$ cat src/qesc_pkg.sv
// Types and constants shared by the quadrature encoder counter and its checker.
package qesc_pkg;

  // Configuration register indexes.
  localparam logic [7:0] REG_MAX_COUNT = 8'd0;
  localparam logic [7:0] REG_MIN_COUNT = 8'd1;

  // Reset values of the limits and of the position count.
  localparam logic signed [15:0] MAX_COUNT_RESET = 16'sd100;
  localparam logic signed [15:0] MIN_COUNT_RESET = -16'sd100;
  localparam int POS_RESET = 50;

  // Line pattern as {dt, clk}.
  localparam logic [1:0] PAT_00 = 2'b00;
  localparam logic [1:0] PAT_01 = 2'b01;
  localparam logic [1:0] PAT_10 = 2'b10;
  localparam logic [1:0] PAT_11 = 2'b11;

  typedef enum logic [1:0] {
    EV_NONE = 2'd0,
    EV_UP   = 2'd1,
    EV_DOWN = 2'd2
  } step_e;

  typedef enum logic [3:0] {
    SEQ_START = 4'd0,
    SEQ_HI    = 4'd1,
    SEQ_LO    = 4'd2,
    SEQ_CW1   = 4'd3,
    SEQ_CW2   = 4'd4,
    SEQ_CW3   = 4'd5,
    SEQ_CCW1  = 4'd6,
    SEQ_CCW2  = 4'd7,
    SEQ_CCW3  = 4'd8,
    SEQ_CW4   = 4'd9,
    SEQ_CW5   = 4'd10,
    SEQ_CW6   = 4'd11,
    SEQ_CCW4  = 4'd12,
    SEQ_CCW5  = 4'd13,
    SEQ_CCW6  = 4'd14
  } seq_state_e;

  typedef struct packed {
    logic clk_level;
    logic dt_level;
  } enc_in_t;

  typedef struct packed {
    logic signed [15:0] position;
    logic [1:0]         step_event;
    logic [3:0]         phase_state;
  } enc_out_t;

endpackage

$ cat src/quadrature_encoder_saturating_counter.sv
// Quadrature encoder decoder with a saturating signed position counter.
//
// Usage: each input item is one sample of the encoder lines, clock (A) and
// data (B), offered on in_valid_i / in_ready_o. Every accepted item yields
// exactly one result item on out_valid_o / out_ready_i carrying the position
// after this sample, a step event (none, up or down) and the sequence state.
// The limits max_count (index 0) and min_count (index 1) are written through
// the configuration channel, which is always ready; writes to other indexes
// are ignored. Limits should only be changed while the block is idle.
// The result is shown in the cycle after acceptance, and the throughput is
// one item per cycle while the receiver keeps up: the state update and the
// saturating increment are a single pass of logic into the result register.
// When the receiver stalls, the result register holds its item and the input
// is refused until that item is taken; when it is taken, a new item can be
// accepted in the same cycle, so there is no bubble.
// Reset puts the sequence machine in its unsynchronised start state, the
// position at 50 and the limits at 100 and -100, and empties the result
// register.
module quadrature_encoder_saturating_counter #(
  parameter int COUNT_WIDTH = 16
) (
  input  logic              clk_i,
  input  logic              rst_ni,
  input  logic              in_valid_i,
  output logic              in_ready_o,
  input  qesc_pkg::enc_in_t  in_data_i,
  output logic              out_valid_o,
  input  logic              out_ready_i,
  output qesc_pkg::enc_out_t out_data_o,
  input  logic              cfg_valid_i,
  output logic              cfg_ready_o,
  input  logic [7:0]        cfg_index_i,
  input  logic [15:0]       cfg_data_i
);
  import qesc_pkg::*;

  // Working width wide enough for the count, the 16-bit limits and a carry.
  localparam int W = ((COUNT_WIDTH > 16) ? COUNT_WIDTH : 16) + 2;
  localparam logic signed [W-1:0] CntMax = W'((64'sd1 <<< (COUNT_WIDTH - 1)) - 64'sd1);
  localparam logic signed [W-1:0] CntMin = -CntMax - W'(1);

  seq_state_e state_q, state_d;
  step_e      step_ev;
  logic signed [COUNT_WIDTH-1:0] count_q, count_d;
  logic signed [15:0] max_q, min_q;
  logic       out_valid_q;
  enc_out_t   out_q;
  logic [1:0] pattern;
  logic       accept;

  logic signed [W-1:0] count_ext, max_ext, min_ext, sum_up, sum_dn, sat_val, res_ext;

  assign pattern     = {in_data_i.dt_level, in_data_i.clk_level};
  assign in_ready_o  = !out_valid_q || out_ready_i;
  assign accept      = in_valid_i && in_ready_o;
  assign cfg_ready_o = 1'b1;

  // Next state of the sequence machine. A pattern that the current state does
  // not expect leaves it where it is, which also covers an unchanged sample.
  always_comb begin
    state_d = state_q;
    unique case (state_q)
      SEQ_START: begin
        if (pattern == PAT_00) state_d = SEQ_LO;
        else if (pattern == PAT_11) state_d = SEQ_HI;
      end
      SEQ_HI: begin
        if (pattern == PAT_10) state_d = SEQ_CW1;
        else if (pattern == PAT_01) state_d = SEQ_CCW1;
      end
      SEQ_LO: begin
        if (pattern == PAT_01) state_d = SEQ_CW4;
        else if (pattern == PAT_10) state_d = SEQ_CCW4;
      end
      SEQ_CW1:  if (pattern == PAT_00) state_d = SEQ_CW2;
      SEQ_CW2:  if (pattern == PAT_01) state_d = SEQ_CW3;
      SEQ_CW3:  if (pattern == PAT_11) state_d = SEQ_HI;
      SEQ_CCW1: if (pattern == PAT_00) state_d = SEQ_CCW2;
      SEQ_CCW2: if (pattern == PAT_10) state_d = SEQ_CCW3;
      SEQ_CCW3: if (pattern == PAT_11) state_d = SEQ_HI;
      SEQ_CW4:  if (pattern == PAT_11) state_d = SEQ_CW5;
      SEQ_CW5:  if (pattern == PAT_10) state_d = SEQ_CW6;
      SEQ_CW6:  if (pattern == PAT_00) state_d = SEQ_LO;
      SEQ_CCW4: if (pattern == PAT_11) state_d = SEQ_CCW5;
      SEQ_CCW5: if (pattern == PAT_01) state_d = SEQ_CCW6;
      SEQ_CCW6: if (pattern == PAT_00) state_d = SEQ_LO;
      default:  state_d = state_q; // the unused code simply holds
    endcase
  end

  // Step event: counted at each half cycle once the direction is confirmed.
  always_comb begin
    step_ev = EV_NONE;
    unique case (state_q)
      SEQ_CW1, SEQ_CW6:   if (pattern == PAT_00) step_ev = EV_UP;
      SEQ_CW3, SEQ_CW4:   if (pattern == PAT_11) step_ev = EV_UP;
      SEQ_CCW1, SEQ_CCW6: if (pattern == PAT_00) step_ev = EV_DOWN;
      SEQ_CCW3, SEQ_CCW4: if (pattern == PAT_11) step_ev = EV_DOWN;
      default:            step_ev = EV_NONE;
    endcase
  end

  // Saturating count: first against the configured limit, then against the
  // range of the counter itself. A count past a limit snaps to it on a step further past it.
  always_comb begin
    count_ext = W'(count_q);
    max_ext   = W'(max_q);
    min_ext   = W'(min_q);
    sum_up    = count_ext + W'(1);
    sum_dn    = count_ext - W'(1);
    sat_val   = count_ext;
    unique case (step_ev)
      EV_UP:   sat_val = (sum_up > max_ext) ? max_ext : sum_up;
      EV_DOWN: sat_val = (sum_dn < min_ext) ? min_ext : sum_dn;
      default: sat_val = count_ext;
    endcase
    if (sat_val > CntMax)      res_ext = CntMax;
    else if (sat_val < CntMin) res_ext = CntMin;
    else                       res_ext = sat_val;
    count_d = res_ext[COUNT_WIDTH-1:0];
  end

  always_ff @(posedge clk_i or negedge rst_ni) begin
    if (!rst_ni) begin
      state_q     <= SEQ_START;
      count_q     <= COUNT_WIDTH'(POS_RESET);
      max_q       <= MAX_COUNT_RESET;
      min_q       <= MIN_COUNT_RESET;
      out_valid_q <= 1'b0;
    end else begin
      if (cfg_valid_i) begin
        if (cfg_index_i == REG_MAX_COUNT) max_q <= cfg_data_i;
        else if (cfg_index_i == REG_MIN_COUNT) min_q <= cfg_data_i;
      end
      if (accept) begin
        state_q <= state_d;
        count_q <= count_d;
      end
      if (accept) out_valid_q <= 1'b1;
      else if (out_ready_i) out_valid_q <= 1'b0;
    end
  end

  // Result register; payload needs no reset.
  always_ff @(posedge clk_i) begin
    if (accept) begin
      out_q.position    <= res_ext[15:0];
      out_q.step_event  <= step_ev;
      out_q.phase_state <= state_d;
    end
  end

  assign out_valid_o = out_valid_q;
  assign out_data_o  = out_q;

endmodule

$ cat config.mk
export PLATFORM = sky130hd
export DESIGN_NAME = quadrature_encoder_saturating_counter
export DESIGN_NICKNAME = d
export VERILOG_FILES = /design/src/qesc_pkg.sv /design/src/quadrature_encoder_saturating_counter.sv
export SDC_FILE = /design/constraint.sdc
export NUM_CORES = 1
export LEC_CHECK = 0
export BUFFER_PORTS_ARGS = -buffer_cell sky130_fd_sc_hd__buf_2
export CAP_MARGIN = 30
export CORE_UTILIZATION = 55
export DETAILED_ROUTE_END_ITERATION = 7
export GPL_ROUTABILITY_DRIVEN = 1
export PLACE_DENSITY = 0.75
export SLEW_MARGIN = 20
export SYNTH_ARGS = -nofsm -noshare
export SYNTH_HDL_FRONTEND = slang
export SYNTH_SLANG_ARGS = --single-unit
$ cat constraint.sdc
create_clock -name clk_i -period 5 [get_ports clk_i]
set_input_delay 1 -clock clk_i [delete_from_list [all_inputs] [get_ports clk_i]]
set_output_delay 1 -clock clk_i [all_outputs]
set_load 0.005 [all_outputs]
==> impl_metrics.py <==
metrics = {
    "grt": {
        "grt_pass1_vias": 4652,
        "grtUsageMet1": 0.413,
        "grt.met3_usage": 0.0718,
        "antenna_found_initial": 0,
        "gr-usage-met2": 0.470,
        "grt_pass1_wl_mm": 23.6,
        "busiest_layer": "met2",
        "globalRoute.totalOverflow": 0,
        "track_usage": 0.303,
        "grt_max_degree": 54,
    },
    "finish": {
        "layout.cells.non_filler": 788,
        "diodes": 0,
        "mostFrequentLayoutCells": "nand2_1 (73), buf_2 (54), nor2_1 (45)",
        "final_nets": 722,
        "area_delta_synth_final_pct": 11.8,
        "layout_commonest_cell": "nand2_1",
        "drive_gt1_frac": 0.214,
    },
    "yosys": {
        "synth-simple-area-share": 0.192,
        "synthArstFlopShare": 0.707,
        "ys_ff_latch": 75,
        "synth_edf_count": 22,
        "synthCells": 611,
        "synth_area_sq_um": 5410,
        "yosysWarningCount": 0,
        "synth_top_area_share": 0.162,
        "synth_compound_area_frac": 0.190,
        "synth_top_family_by_area": "simple AND/OR/NAND/NOR gates",
        "synth.net_count": 679,
        "post_synth.cell_area_avg_sq_um": 8.85,
        "ys_types": 69,
        "synthMuxAreaShare": 0.0551,
        "yosys.area.top_type": "dfrtp_1",
        "yosys-top-cells-area": "dfrtp_1 (16%), edfxtp_1 (12%), dfstp_2 (8.8%)",
        "synth_ff_type": "dfrtp_1",
        "yosysSeqAreaShare": 0.372,
        "synth_fa_ha_area_frac": 0.0875,
        "synth_xor_area_frac": 0.0421,
    },
    "floorplan": {
        "initial_utilization": 0.577,
        "core_sq_um": 9370,
        "num_io_pins": 56,
        "dieArea_sq_um": 10200,
        "num_rows": 35,
        "die_x_um": 101,
        "die_h_um": 101,
    },
    "clock_tree": {
        "h-tree-depth": 3,
        "insertion_delay_ns": 0.35,
        "clock_path_buffers": 2,
        "cts.clk_slew.worst_paths_ns": 0.08,
        "cts_buffers": 9,
        "cts_hold_buf": 0,
        "cts_tree": "done",
        "clock-root-buffer": "clkbuf_8",
        "cts_sinks": 75,
    },
    "timing": {
        "setup_tns_ns": 0,
        "rsz0062_at_grt": "yes",
        "fmax_ghz": 0.218,
        "setup_viol": 0,
        "hold_viol": 0,
        "slew_headroom": 0.434,
        "fin_skew_ns": 0.0123,
        "period_minus_slack_ns": 4.58,
        "drv_slew": 0,
        "tightest_slew_ns": 0.838,
        "min_period_over_period": 0.916,
    },
    "power_and_ir_drop": {
        "ir_drop_uv": 234,
        "p_per_area_nw_per_um2": 578,
        "power_mw": 3.49,
        "p_leak_nw": 2.58,
    },
    "placed_design": {
        "globalplace.congestion": 1.05,
        "io_buffers": 54,
        "post-dp-hpwl_mm": 11.0,
        "place_inst": 767,
    },
    "worst_setup_path": {
        "criticalPathCategory": "flip-flop to flip-flop",
        "critPathCaptureType": "flip-flop",
        "critPathRequiredTime_ns": 5.22,
        "critPathMaxFanout": 10,
        "cp.arrival_ns": 4.80,
        "crit_path_start_kind": "flip-flop",
    },
    "detailed_routing": {
        "drtAntennaViolNets": 0,
        "wire_per_inst_um": 18.5,
        "viasPerCell": 6.16,
        "drcViolationCount": 0,
        "routed_wl_mm": 14.6,
        "drt_iter0_markers": 445,
        "vias": 4857,
        "drtPass1Iterations": 6,
    },
    "worst_hold_path": {
        "hold_class": "flip-flop to flip-flop",
    },
    "status": {
        "status": "complete, no violations",
    },
    "run": {
        "maxCapViolCount": 0,
    },
}
-- final cells by class --
class	count	area (sq um)
Clock inverter	6	80.1
Multi-Input combinational cell	455	3070
Timing Repair Buffer	71	430
Tap cell	129	161
Sequential cell	75	2010
Fill cell	828	3330
Inverter	42	158
Clock buffer	10	128
-- metrics by stage --
step                hold slack, ns  instance area (sq um)   util  worst slack (ns)
floorplan                    0.479                   5410      -              1.02
global placement             0.491                   5760  0.614             0.474
detailed placement           0.495                   5760  0.614             0.280
CTS                          0.512                   5960  0.636             0.246
global route                 0.538                   6040  0.645            0.0249
finish                       0.509                   6040  0.645             0.418
-- sequential cells by signal, indices dropped and copies added (netlist names) --
register / count
min_q: 16
out_valid_o: 1
out_data_o: 22
state_q: 4
max_q: 16
count_q: 16
-- cells in the mapped netlist (8+ instances only) --
library cell	instances
nand3_1	21
a31oi_1	8
dfstp_2	18
ha_1	37
nor2b_1	9
inv_1	42
mux2_2	22
a21oi_1	35
nand2b_1	8
xnor2_1	14
nor3_1	18
o21ai_0	40
xor2_1	12
a211oi_1	12
nand2_1	73
clkbuf_1	24
dfrtp_1	35
edfxtp_1	22
nor2_1	46
-- metal layers --
metal | vias to the layer above | wire length, um
met4 | 0 | 402
li1 | 2277 | -
met2 | 243 | 6630
met1 | 2302 | 6330
met5 | - | 0
met3 | 35 | 1200
-- power by group --
part           internal [mW]  switching (mW)  total (mW)
clock                  0.277           0.227       0.505
combinational          0.782            1.12        1.90
sequential             0.852           0.232        1.08
-- timing repair --
action,CTS,global route
gates resized for setup,0,3
endpoints found under the setup margin,0,30
buffers inserted,0,4
hold endpoints to repair,0,0
-- critical path, cell delays in order (launching register included) --
cell and delay, ns:
dfrtp_1 0.54, inv_1 0.15, ha_1 0.29, nand3_1 0.25, nor4_1 0.11, or2_2 0.30
ha_1 0.41, nand4_1 0.19, a2111o_1 0.39, and2_1 0.25, a211oi_1 0.56, a311oi_4 0.19
nand2b_1 0.25, buf_4 0.22, a211oi_1 0.26, nor3_1 0.07
-- kinds of logic after synthesis --
| kind of cell | count (synthesis) |
|---|---|
| buffers and inverters | 81 |
| adders and majority gates | 38 |
| xor gates and xnor gates | 26 |
| muxes | 27 |
| AOI/OAI and AO/OA | 152 |
| other | 1 |
| and+or+nand+nor | 211 |
| DFF | 75 |
-- final timing paths --
path | slack [ns] | endpoint | start | cells after the start
worst max register to register | 0.42 | count_q[3]$_DFFE_PN0P_ | count_q[0]$_DFFE_PN0P_ | 15
worst min register to register | 0.51 | min_q[6]$_DFFE_PN0P_ | min_q[6]$_DFFE_PN0P_ | 1
max in group asynchronous | 3.77 | count_q[9]$_DFFE_PN0P_ | rst_ni | 2
worst min-delay path | 0.51 | min_q[6]$_DFFE_PN0P_ | min_q[6]$_DFFE_PN0P_ | 1
worst max-delay path | 0.42 | count_q[3]$_DFFE_PN0P_ | count_q[0]$_DFFE_PN0P_ | 15
min in group asynchronous | 0.77 | min_q[1]$_DFFE_PN0P_ | rst_ni | 2
Power figures use the tool's default switching activity.
